===== config.mk =====
export PLATFORM = sky130hd
export DESIGN_NAME = can_sensor_event_tracker_flat
export DESIGN_NICKNAME = d
export VERILOG_FILES = /design/src/rtl/cset_pkg.sv /design/src/rtl/cset_frame_if.sv /design/src/rtl/cset_result_if.sv /design/src/rtl/cset_front.sv /design/src/rtl/cset_queue.sv /design/src/rtl/cset_back.sv /design/src/rtl/can_sensor_event_tracker.sv /design/src/flat_wrapper.sv
export VERILOG_INCLUDE_DIRS = /design/src /design/src/rtl
export SDC_FILE = /design/constraint.sdc
export NUM_CORES = 1
export LEC_CHECK = 0
export BUFFER_PORTS_ARGS = -buffer_cell sky130_fd_sc_hd__buf_4
export CORE_MARGIN = 3
export CORE_UTILIZATION = 35
export CTS_BUF_LIST = sky130_fd_sc_hd__clkbuf_4 sky130_fd_sc_hd__clkbuf_8 sky130_fd_sc_hd__clkbuf_16
export DETAILED_ROUTE_END_ITERATION = 7
export HOLD_SLACK_MARGIN = 0.05
export PLACE_DENSITY = 0.57
export SYNTH_ARGS = -nofsm -noshare
export SYNTH_HDL_FRONTEND = slang
export SYNTH_SLANG_ARGS = --single-unit

===== constraint.sdc =====
create_clock -name clk -period 9.25 [get_ports clk]
set_input_delay 1.85 -clock clk [delete_from_list [all_inputs] [get_ports clk]]
set_output_delay 1.85 -clock clk [all_outputs]
set_load 0.01 [all_outputs]

===== src/rtl/assert_macros.svh =====
// Assertion macros shared by the tracker RTL.
`ifndef ASSERT_MACROS_SVH
`define ASSERT_MACROS_SVH
`ifndef SYNTHESIS
// Same-cycle implication, sampled on clk, off during rst.
`define CHK_SAME(lbl, ante, cons) \
  lbl: assert property (@(posedge clk) disable iff (rst) (ante) |-> (cons)) \
    else $error("check failed");
// Next-cycle implication, sampled on clk, off during rst.
`define CHK_NEXT(lbl, ante, cons) \
  lbl: assert property (@(posedge clk) disable iff (rst) (ante) |=> (cons)) \
    else $error("check failed");
`else
`define CHK_SAME(lbl, ante, cons)
`define CHK_NEXT(lbl, ante, cons)
`endif
`endif


===== src/rtl/cset_pkg.sv =====
// Shared constants and types for the CAN sensor event tracker.
`timescale 1ns / 1ps
package cset_pkg;
  localparam int SENSOR_COUNT = 80;
  localparam int IDX_W = (SENSOR_COUNT > 1) ? $clog2(SENSOR_COUNT) : 1;
  localparam int OUT_IDX_W = 7;
  localparam int NUM_W = 16;
  localparam int CNT_W = 32;
  localparam int STAMP_W = 16;

  localparam logic [7:0] CMD_CODE = 8'h11;
  localparam int CMD_LSB = 17;
  localparam int RESP_BIT = 16;
  localparam logic [3:0] FRAME_LEN = 4'd8;

  localparam int QUEUE_DEPTH = 2;
  localparam int QPTR_W = (QUEUE_DEPTH > 1) ? $clog2(QUEUE_DEPTH) : 1;
  localparam int QCNT_W = $clog2(QUEUE_DEPTH + 1);

  typedef enum logic [1:0] {
    ST_REJECT   = 2'd0,
    ST_DUP      = 2'd1,
    ST_APPLIED  = 2'd2,
    ST_OCCUPIED = 2'd3
  } status_t;

  // Decoded report passed from front to back.
  typedef struct packed {
    logic               ok;
    logic [IDX_W-1:0]   idx;
    logic               old_bit;
    logic               new_bit;
    logic [STAMP_W-1:0] stamp;
  } report_t;

  // Queue handshake toward the back end.
  typedef struct packed {
    logic    valid;
    report_t head;
  } queue_head_t;
endpackage


===== src/rtl/cset_frame_if.sv =====
// Input channel: one received CAN frame per word.
`timescale 1ns / 1ps
interface cset_frame_if;
  logic        valid;
  logic        ready;
  logic        frame_is_extended;
  logic [3:0]  frame_length;
  logic [28:0] frame_id;
  logic [7:0]  payload_byte2;
  logic [7:0]  payload_byte3;
  logic [7:0]  payload_byte4;
  logic [7:0]  payload_byte5;
  logic [7:0]  payload_byte6;
  logic [7:0]  payload_byte7;

  modport source (output valid, frame_is_extended, frame_length, frame_id, payload_byte2,
                  payload_byte3, payload_byte4, payload_byte5, payload_byte6, payload_byte7,
                  input ready);
  modport sink (input valid, frame_is_extended, frame_length, frame_id, payload_byte2,
                payload_byte3, payload_byte4, payload_byte5, payload_byte6, payload_byte7,
                output ready);
endinterface


===== src/rtl/cset_result_if.sv =====
// Output channel: one tracker result per word.
`timescale 1ns / 1ps
interface cset_result_if;
  logic        valid;
  logic        ready;
  logic [1:0]  status;
  logic [6:0]  sensor_slot;
  logic        stored_state;
  logic [15:0] timestamp;
  logic        inconsistent;
  logic        resynchronized;
  logic [31:0] event_total;
  logic [31:0] occupation_total;
  logic [31:0] mismatch_total;
  logic [31:0] duplicate_total;
  logic [31:0] resync_total;

  modport source (output valid, status, sensor_slot, stored_state, timestamp, inconsistent,
                  resynchronized, event_total, occupation_total, mismatch_total,
                  duplicate_total, resync_total, input ready);
  modport sink (input valid, status, sensor_slot, stored_state, timestamp, inconsistent,
                resynchronized, event_total, occupation_total, mismatch_total,
                duplicate_total, resync_total, output ready);
endinterface


===== src/rtl/cset_front.sv =====
// Front end: frame acceptance and decode into a report word.
`timescale 1ns / 1ps
module cset_front import cset_pkg::*; (
  cset_frame_if.sink frame,
  input  logic       queue_full,
  output logic       push,
  output report_t    report
);
  logic [NUM_W-1:0] number;
  logic [NUM_W-1:0] number_m1;
  logic             ok;

  assign frame.ready = !queue_full;
  assign push        = frame.valid && !queue_full;

  assign number    = {frame.payload_byte2, frame.payload_byte3};
  assign number_m1 = number - NUM_W'(1);

  always_comb begin
    ok = frame.frame_is_extended
      && (frame.frame_length == FRAME_LEN)
      && (frame.frame_id[CMD_LSB +: 8] == CMD_CODE)
      && frame.frame_id[RESP_BIT]
      && (number != '0)
      && (number <= NUM_W'(SENSOR_COUNT))
      && (frame.payload_byte4[7:1] == '0)
      && (frame.payload_byte5[7:1] == '0);
    report.ok      = ok;
    // rejected frames carry zero payload so the back end can pass it straight out
    report.idx     = ok ? number_m1[IDX_W-1:0] : '0;
    report.old_bit = ok & frame.payload_byte4[0];
    report.new_bit = ok & frame.payload_byte5[0];
    report.stamp   = ok ? {frame.payload_byte6, frame.payload_byte7} : '0;
  end
endmodule


===== src/rtl/cset_queue.sv =====
// Short FIFO of decoded reports between front and back.
`timescale 1ns / 1ps
`include "assert_macros.svh"
module cset_queue import cset_pkg::*; (
  input  logic        clk,
  input  logic        rst,
  input  logic        push,
  input  report_t     push_data,
  output logic        full,
  input  logic        pop,
  output queue_head_t head
);
  report_t             mem [QUEUE_DEPTH];
  logic [QPTR_W-1:0]   wr_ptr;
  logic [QPTR_W-1:0]   rd_ptr;
  logic [QCNT_W-1:0]   count;
  logic                do_push;
  logic                do_pop;

  assign full       = (count == QCNT_W'(QUEUE_DEPTH));
  assign head.valid = (count != '0);
  assign head.head  = mem[rd_ptr];
  assign do_push    = push && !full;
  assign do_pop     = pop && head.valid;

  always_ff @(posedge clk) begin
    if (do_push) begin
      mem[wr_ptr] <= push_data;
    end
  end

  always_ff @(posedge clk) begin
    if (rst) begin
      wr_ptr <= '0;
      rd_ptr <= '0;
      count  <= '0;
    end else begin
      if (do_push) begin
        wr_ptr <= (wr_ptr == QPTR_W'(QUEUE_DEPTH - 1)) ? '0 : wr_ptr + QPTR_W'(1);
      end
      if (do_pop) begin
        rd_ptr <= (rd_ptr == QPTR_W'(QUEUE_DEPTH - 1)) ? '0 : rd_ptr + QPTR_W'(1);
      end
      if (do_push && !do_pop) begin
        count <= count + QCNT_W'(1);
      end else if (do_pop && !do_push) begin
        count <= count - QCNT_W'(1);
      end
    end
  end

  `CHK_SAME(a_count_bound, 1'b1, count <= QCNT_W'(QUEUE_DEPTH))
  `CHK_NEXT(a_push_fills, do_push && !do_pop, count == $past(count) + QCNT_W'(1))
  `CHK_NEXT(a_pop_drains, do_pop && !do_push, count == $past(count) - QCNT_W'(1))
endmodule


===== src/rtl/cset_back.sv =====
// Back end: occupancy update, counters and the output register.
`timescale 1ns / 1ps
`include "assert_macros.svh"
module cset_back import cset_pkg::*; (
  input  logic        clk,
  input  logic        rst,
  input  queue_head_t head,
  output logic        pop,
  cset_result_if.source result
);
  logic [SENSOR_COUNT-1:0] occ;
  logic [SENSOR_COUNT-1:0] occ_next;
  logic [CNT_W-1:0]        applied_cnt;
  logic [CNT_W-1:0]        occup_cnt;
  logic [CNT_W-1:0]        mismatch_cnt;
  logic [CNT_W-1:0]        dup_cnt;
  logic [CNT_W-1:0]        resync_cnt;
  logic                    out_valid;

  report_t                 r;
  logic                    prev;
  logic                    dup;
  logic                    apply;
  logic                    rise;
  logic                    resync;
  logic                    incons;
  status_t                 status_next;
  logic [NUM_W-1:0]        idx_wide;

  assign r        = head.head;
  assign pop      = head.valid && (!out_valid || result.ready);
  assign prev     = occ[r.idx];
  assign dup      = r.ok && prev && r.old_bit && r.new_bit;
  assign apply    = r.ok && !dup;
  assign rise     = apply && r.new_bit;
  assign resync   = apply && prev && !r.old_bit && r.new_bit;
  assign incons   = apply && (prev != r.old_bit);
  assign idx_wide = NUM_W'(r.idx);

  always_comb begin
    occ_next = occ;
    if (apply) begin
      occ_next[r.idx] = r.new_bit;
    end
    if (!r.ok) begin
      status_next = ST_REJECT;
    end else if (dup) begin
      status_next = ST_DUP;
    end else if (rise) begin
      status_next = ST_OCCUPIED;
    end else begin
      status_next = ST_APPLIED;
    end
  end

  always_ff @(posedge clk) begin
    if (rst) begin
      occ          <= '0;
      applied_cnt  <= '0;
      occup_cnt    <= '0;
      mismatch_cnt <= '0;
      dup_cnt      <= '0;
      resync_cnt   <= '0;
      out_valid    <= 1'b0;
    end else begin
      if (pop) begin
        occ          <= occ_next;
        applied_cnt  <= applied_cnt + CNT_W'(apply);
        occup_cnt    <= occup_cnt + CNT_W'(rise);
        mismatch_cnt <= mismatch_cnt + CNT_W'(incons);
        dup_cnt      <= dup_cnt + CNT_W'(dup);
        resync_cnt   <= resync_cnt + CNT_W'(resync);
        out_valid    <= 1'b1;
      end else if (result.ready) begin
        out_valid    <= 1'b0;
      end
    end
  end

  // result payload; totals show the counters after this word
  always_ff @(posedge clk) begin
    if (pop) begin
      result.status           <= status_next;
      result.sensor_slot      <= idx_wide[OUT_IDX_W-1:0];
      result.stored_state     <= dup | (apply & r.new_bit);
      result.timestamp        <= r.stamp;
      result.inconsistent     <= incons;
      result.resynchronized   <= resync;
      result.event_total      <= applied_cnt + CNT_W'(apply);
      result.occupation_total <= occup_cnt + CNT_W'(rise);
      result.mismatch_total   <= mismatch_cnt + CNT_W'(incons);
      result.duplicate_total  <= dup_cnt + CNT_W'(dup);
      result.resync_total     <= resync_cnt + CNT_W'(resync);
    end
  end

  assign result.valid = out_valid;

  `CHK_NEXT(a_reject_keeps_occ, pop && !r.ok, occ == $past(occ))
  `CHK_NEXT(a_pop_shows_word, pop, out_valid)
  `CHK_SAME(a_total_matches_cnt, out_valid, result.event_total == applied_cnt)
  `CHK_SAME(a_dup_is_high, out_valid && (result.status == ST_DUP), result.stored_state)
endmodule


===== src/rtl/can_sensor_event_tracker.sv =====
// Top level of the CAN sensor event tracker.
`timescale 1ns / 1ps
//
//   channel  dir  modport  word
//   -------  ---  -------  ------------------------------------------------
//   frame    in   sink     one received CAN frame (flags, id, bytes 2..7)
//   result   out  source   status, sensor index, state, stamp, flags, five totals
//
// A word is taken on frame at any edge where the two-entry queue has room,
// one per cycle sustained while result.ready stays high; each produces
// exactly one result word. Decode is combinational into the queue, which
// registers the report; the update stage then registers the result.
// The back end's per-cycle read-modify-write of the occupancy bit and the
// counters sets the 1-word-per-cycle rate while result.ready stays high.
// rst (synchronous, active high) clears occupancy, all totals and the queue.
// A stalled result holds in its register; the queue absorbs two more frames
// before frame.ready drops.
module can_sensor_event_tracker import cset_pkg::*; (
  input  logic           clk,
  input  logic           rst,
  cset_frame_if.sink     frame,
  cset_result_if.source  result
);
  logic        push;
  logic        full;
  logic        pop;
  report_t     report;
  queue_head_t head;

  // decode and accept
  cset_front u_front (
    .frame      (frame),
    .queue_full (full),
    .push       (push),
    .report     (report)
  );

  // decoupling queue
  cset_queue u_queue (
    .clk       (clk),
    .rst       (rst),
    .push      (push),
    .push_data (report),
    .full      (full),
    .pop       (pop),
    .head      (head)
  );

  // state update and result register
  cset_back u_back (
    .clk    (clk),
    .rst    (rst),
    .head   (head),
    .pop    (pop),
    .result (result)
  );
endmodule


===== src/flat_wrapper.sv =====
// flat-port wrapper written by rule: the top's interface ports become plain ports
module can_sensor_event_tracker_flat import cset_pkg::*;
  (clk, rst, frame_valid, frame_frame_is_extended, frame_frame_length, frame_frame_id, frame_payload_byte2, frame_payload_byte3, frame_payload_byte4, frame_payload_byte5, frame_payload_byte6, frame_payload_byte7, frame_ready, result_valid, result_status, result_sensor_slot, result_stored_state, result_timestamp, result_inconsistent, result_resynchronized, result_event_total, result_occupation_total, result_mismatch_total, result_duplicate_total, result_resync_total, result_ready);
  cset_frame_if frame_i ();
  cset_result_if result_i ();
  input  logic clk;
  input  logic rst;
  input wire logic [$bits(frame_i.valid)-1:0] frame_valid;
  input wire logic [$bits(frame_i.frame_is_extended)-1:0] frame_frame_is_extended;
  input wire logic [$bits(frame_i.frame_length)-1:0] frame_frame_length;
  input wire logic [$bits(frame_i.frame_id)-1:0] frame_frame_id;
  input wire logic [$bits(frame_i.payload_byte2)-1:0] frame_payload_byte2;
  input wire logic [$bits(frame_i.payload_byte3)-1:0] frame_payload_byte3;
  input wire logic [$bits(frame_i.payload_byte4)-1:0] frame_payload_byte4;
  input wire logic [$bits(frame_i.payload_byte5)-1:0] frame_payload_byte5;
  input wire logic [$bits(frame_i.payload_byte6)-1:0] frame_payload_byte6;
  input wire logic [$bits(frame_i.payload_byte7)-1:0] frame_payload_byte7;
  output wire logic [$bits(frame_i.ready)-1:0] frame_ready;
  output wire logic [$bits(result_i.valid)-1:0] result_valid;
  output wire logic [$bits(result_i.status)-1:0] result_status;
  output wire logic [$bits(result_i.sensor_slot)-1:0] result_sensor_slot;
  output wire logic [$bits(result_i.stored_state)-1:0] result_stored_state;
  output wire logic [$bits(result_i.timestamp)-1:0] result_timestamp;
  output wire logic [$bits(result_i.inconsistent)-1:0] result_inconsistent;
  output wire logic [$bits(result_i.resynchronized)-1:0] result_resynchronized;
  output wire logic [$bits(result_i.event_total)-1:0] result_event_total;
  output wire logic [$bits(result_i.occupation_total)-1:0] result_occupation_total;
  output wire logic [$bits(result_i.mismatch_total)-1:0] result_mismatch_total;
  output wire logic [$bits(result_i.duplicate_total)-1:0] result_duplicate_total;
  output wire logic [$bits(result_i.resync_total)-1:0] result_resync_total;
  input wire logic [$bits(result_i.ready)-1:0] result_ready;
  assign frame_i.valid = frame_valid;
  assign frame_i.frame_is_extended = frame_frame_is_extended;
  assign frame_i.frame_length = frame_frame_length;
  assign frame_i.frame_id = frame_frame_id;
  assign frame_i.payload_byte2 = frame_payload_byte2;
  assign frame_i.payload_byte3 = frame_payload_byte3;
  assign frame_i.payload_byte4 = frame_payload_byte4;
  assign frame_i.payload_byte5 = frame_payload_byte5;
  assign frame_i.payload_byte6 = frame_payload_byte6;
  assign frame_i.payload_byte7 = frame_payload_byte7;
  assign frame_ready = frame_i.ready;
  assign result_valid = result_i.valid;
  assign result_status = result_i.status;
  assign result_sensor_slot = result_i.sensor_slot;
  assign result_stored_state = result_i.stored_state;
  assign result_timestamp = result_i.timestamp;
  assign result_inconsistent = result_i.inconsistent;
  assign result_resynchronized = result_i.resynchronized;
  assign result_event_total = result_i.event_total;
  assign result_occupation_total = result_i.occupation_total;
  assign result_mismatch_total = result_i.mismatch_total;
  assign result_duplicate_total = result_i.duplicate_total;
  assign result_resync_total = result_i.resync_total;
  assign result_i.ready = result_ready;
  can_sensor_event_tracker u_core (.clk(clk), .rst(rst), .frame(frame_i), .result(result_i));
endmodule

==> summary.txt <==
Clock network
  • H-tree Lvls: 2
  • Clock Path Buffers: 3
  • CTS Buf Count: 54
  • Root buf cell: clkbuf_16
  • # Post-CTS Setup Buffers: 0
  • CTS sink cnt: 486
  • Clock Latency Late Sink: 0.59 ns
  • CTS Hold Buffers Added: 0
  • PostCTS Resize Cnt: 0
  • CTS tree: built
  • Worst-path clk slew: 0.06 ns

GRT
  • GRT Overall Usage: 16.3%
  • Overflow after GRT: 0
  • Initial antenna violation count: 0
  • Global-route wire length before repair: 84500 microns
  • Largest net degree at the start of global routing: 169
  • Vias in the first global route: roughly 16k

Routing
  • Pre-antenna DRT Iters: 6
  • DRC viols: 0
  • Final ANT Viol Nets: 0
  • Via Count: 16.4k
  • WL final: 53800 microns
  • Met3 WL: 3170 microns
  • Routed wl met2: ~25000 microns
  • Top Metal Used: met4
  • Vias per cell: 5.21
  • WL per Instance: 17.1 microns
  • Starting DRT DRC Count: 1105
  • M1 wire length: 24000 microns

Worst setup path
  • Worst EP arrival: 7.44 ns
  • End of the worst register-to-register path: u_core.u_back.applied_cnt[29]
  • Setup CP Type: reg2reg
  • CP endpoint kind: flip-flop
  • Worst path bufs/invs: 2
  • Most used cell, CP: nand3_1
  • Worst r2r path cells: 19
  • CP max stage delay: 0.87 ns
  • Crit-path cells: mux2i_1 -> buf_4 -> inv_2 -> mux2i_1 -> a32oi_1 -> a31oi_1 -> a211oi_1 -> a2111oi_4 -> nor2b_1 -> o21ai_0 -> ha_1 -> nand3_1 -> nor4_1 -> nand3_1 -> or4_1 -> nor2_1 -> nand3_1 -> xor2_1 -> nor2_1
  • Critical path's slowest cell: nor4_1
  • CP Data Required Time: 9.68 ns
  • Delay-heaviest family, CP: simple AND/OR/NAND/NOR gates
  • Reg2Reg Setup Slack: ~2.2 ns
  • CP startpoint kind: flip-flop
  • Max FO, Critical Path: 26

Worst hold path
  • Hold Startpoint: u_core.u_back.occ[38]
  • Hold path depth: 2
  • HP Class: reg2reg
  • Hold Crit Endpoint: u_core.u_back.occ[38]

Power
  • Pwr dens: around 260 nW/um^2
  • Leakage: between 9 and 10 nW
  • VDD IR-drop max: ~0.19 mV

Timing
  • Post-route setup slack: 2.25 ns
  • RSZ-0062 raised after global routing: no
  • Relative slew slack: between 20% and 30%
  • Fmax achieved: 143 MHz
  • Setup-failing EPs final: 0
  • Setup total negative slack: 0 ns
  • Slew of the pin with the lowest slew margin: about 1.2 ns
  • Worst Skew: 0.0220 ns
  • Slew Viols, Final: 0
  • Tmin final: 7.00 ns
  • Final hold violations: 0
  • Tcrit/Tclk final: 75.7%

Place
  • Buffers on Ports: 255
  • Pre-CTS setup slack: 2.19 ns
  • Area post-placement: around 24000 sq um
  • Final HPWL DP: 35400 microns
  • GPL Wtd Cong: 0.877

Final layout
  • # nets final: 2414
  • Fin area: 26000 sq um
  • Highest-count cells in the layout ignoring fill and taps: nand2_1 (279), buf_4 (269), dfxtp_1 (245), edfxtp_1 (240), nor2_1 (202)
  • N_diodes: 0
  • Layout cells sized above 1: 17.6%
  • Final core area utilization: 42.9%
  • Commonest non-fill, non-tap cell in the layout: nand2_1
  • Area Growth Syn to Fin: 20.7%

Job
  • Max cap viols: 0

Run status
  • Status: finished clean

Synthesis
  • Ys Warns: 0
  • Synth Instances: approximately 2.1k
  • Register area share after synthesis: 56.3%
  • Post-synthesis cell area: 21500 sq um
  • Post-synth ARST share: 0%
  • EDFF count, synth: 240
  • Cell variety after synth: 59
  • Synth Register Bits: slightly below 500
  • Synth Flop Type: dfxtp_1
  • Avg Cell Area, Syn: 10.2 sq um
  • Syn Nets: around 2.2k

Floorplan
  • Ports: around 280
  • Die X: 254 microns
  • Cell Rows: 90
  • Die Ht: approximately 250 microns
  • DIE AREA: roughly 65000 sq um
  • Initial Util: 35.6%
  • Core box area: ~61000 sq um
==> power breakdown <==
part / switching (mW) / internal [mW]
logic: 1.08 / 0.571
registers: 0.174 / 2.77
clock network: 0.870 / 1.29
total: 2.13 / 4.63
==> layout make-up <==
| type | count | area [sq um] |
|---|---|---|
| repair buffers | 271 | 2050 |
| clock buffers | 69 | 1510 |
| flip-flops and latches | 486 | 12100 |
| clock inverters | 31 | 295 |
| inverters | 36 | 143 |
| fillers | 5810 | 34600 |
| well taps | 782 | 978 |
| multi-input cells | 1467 | 8880 |
==> per-layer routing <==
metal	global-route usage [%]	up-vias
met2	26.8	495
met4	5.05	0
li1	-	7928
met5	0	-
met3	2.92	107
met1	21.8	7839
==> cells by family after synthesis <==
kind of cell | synth area share (%)
fa+ha+maj | 0.697
mux | 1.96
simple gates | 17.4
xor+xnor | 10.4
compound gates | 10.6
flops | 56.3
buf+inv | 2.63
==> per-stage QoR <==
stage	cells	hold slack (ns)	power [mW]
5_1_grt	3142	0.473	7.09
6_report	3142	0.450	6.76
2_1_floorplan	2102	0.419	3.90
4_1_cts	3142	0.451	6.88
3_3_place_gp	3042	0.429	4.65
3_5_place_dp	3042	0.435	4.68
==> synthesized netlist by cell type (3+ instances only) <==
cell type | instances | area, sq um
o41ai_1 | 80 | 701
a211oi_1 | 6 | 45.0
a31oi_1 | 3 | 18.8
dfxtp_1 | 246 | 4920
or2_2 | 12 | 75.1
or3_1 | 61 | 382
and3_1 | 17 | 106
nor4b_1 | 3 | 26.3
nor3_1 | 34 | 170
nand2b_1 | 10 | 62.6
xnor2_1 | 135 | 1180
mux2_2 | 18 | 203
o21ai_0 | 62 | 310
a32o_1 | 3 | 30.0
ha_1 | 12 | 150
and2_1 | 30 | 188
inv_1 | 34 | 128
nor2b_1 | 9 | 56.3
a2111oi_0 | 3 | 26.3
o22ai_1 | 3 | 18.8
nand2_1 | 279 | 1050
buf_1 | 16 | 60.1
mux2i_1 | 22 | 220
o32ai_1 | 3 | 26.3
nand3_1 | 76 | 380
xor2_1 | 121 | 1060
nor4_1 | 19 | 119
nor2_1 | 206 | 773
a21oi_1 | 156 | 781
nor3b_1 | 4 | 30.0
o211ai_2 | 8 | 100
clkbuf_1 | 91 | 342
edfxtp_1 | 240 | 7210
nand3b_1 | 4 | 30.0
nand4_1 | 33 | 206
or4_1 | 4 | 30.0
a32oi_1 | 5 | 43.8
buf_2 | 6 | 30.0
==> tightest hold or removal path, cell delays in order (launching register included) <==
cell     delay, ns
dfxtp_1       0.32
nand2_1       0.05
o41ai_1       0.05
==> flip-flops by register name, indices dropped and copies added (netlist names), 2 cells and up, named ones only <==
register	count
u_core.u_back.applied_cnt	32
u_core.u_queue.count	2
u_core.u_back.result.timestamp	16
u_core.u_back.dup_cnt	32
u_core.u_back.result.status	2
u_core.u_back.result.occupation_total	32
u_core.u_back.result.duplicate_total	32
u_core.u_back.occ	80
u_core.u_back.occup_cnt	32
u_core.u_back.result.mismatch_total	32
u_core.u_back.result.sensor_slot	7
u_core.u_back.resync_cnt	32
u_core.u_back.result.resync_total	32
u_core.u_queue.mem	52
u_core.u_back.result.event_total	32
u_core.u_back.mismatch_cnt	32
==> worst max path at each step <==
| stage | start | endpoint | slack [ns] | cells after the start |
|---|---|---|---|---|
| finish | flip-flop | u_core.u_back.applied_cnt[29] | 2.25 | 19 |
| global route | flip-flop | u_core.u_back.applied_cnt[29] | 1.57 | 19 |
| CTS | flip-flop | u_core.u_back.applied_cnt[29] | 2.15 | 19 |
| detailed placement | flip-flop | u_core.u_back.applied_cnt[29] | 2.19 | 19 |
| global placement | flip-flop | u_core.u_back.applied_cnt[30] | 2.28 | 19 |
| floorplan | result_ready | u_core.u_back.result.duplicate_total[0] | 0.60 | 6 |
Power figures use the tool's default switching activity.
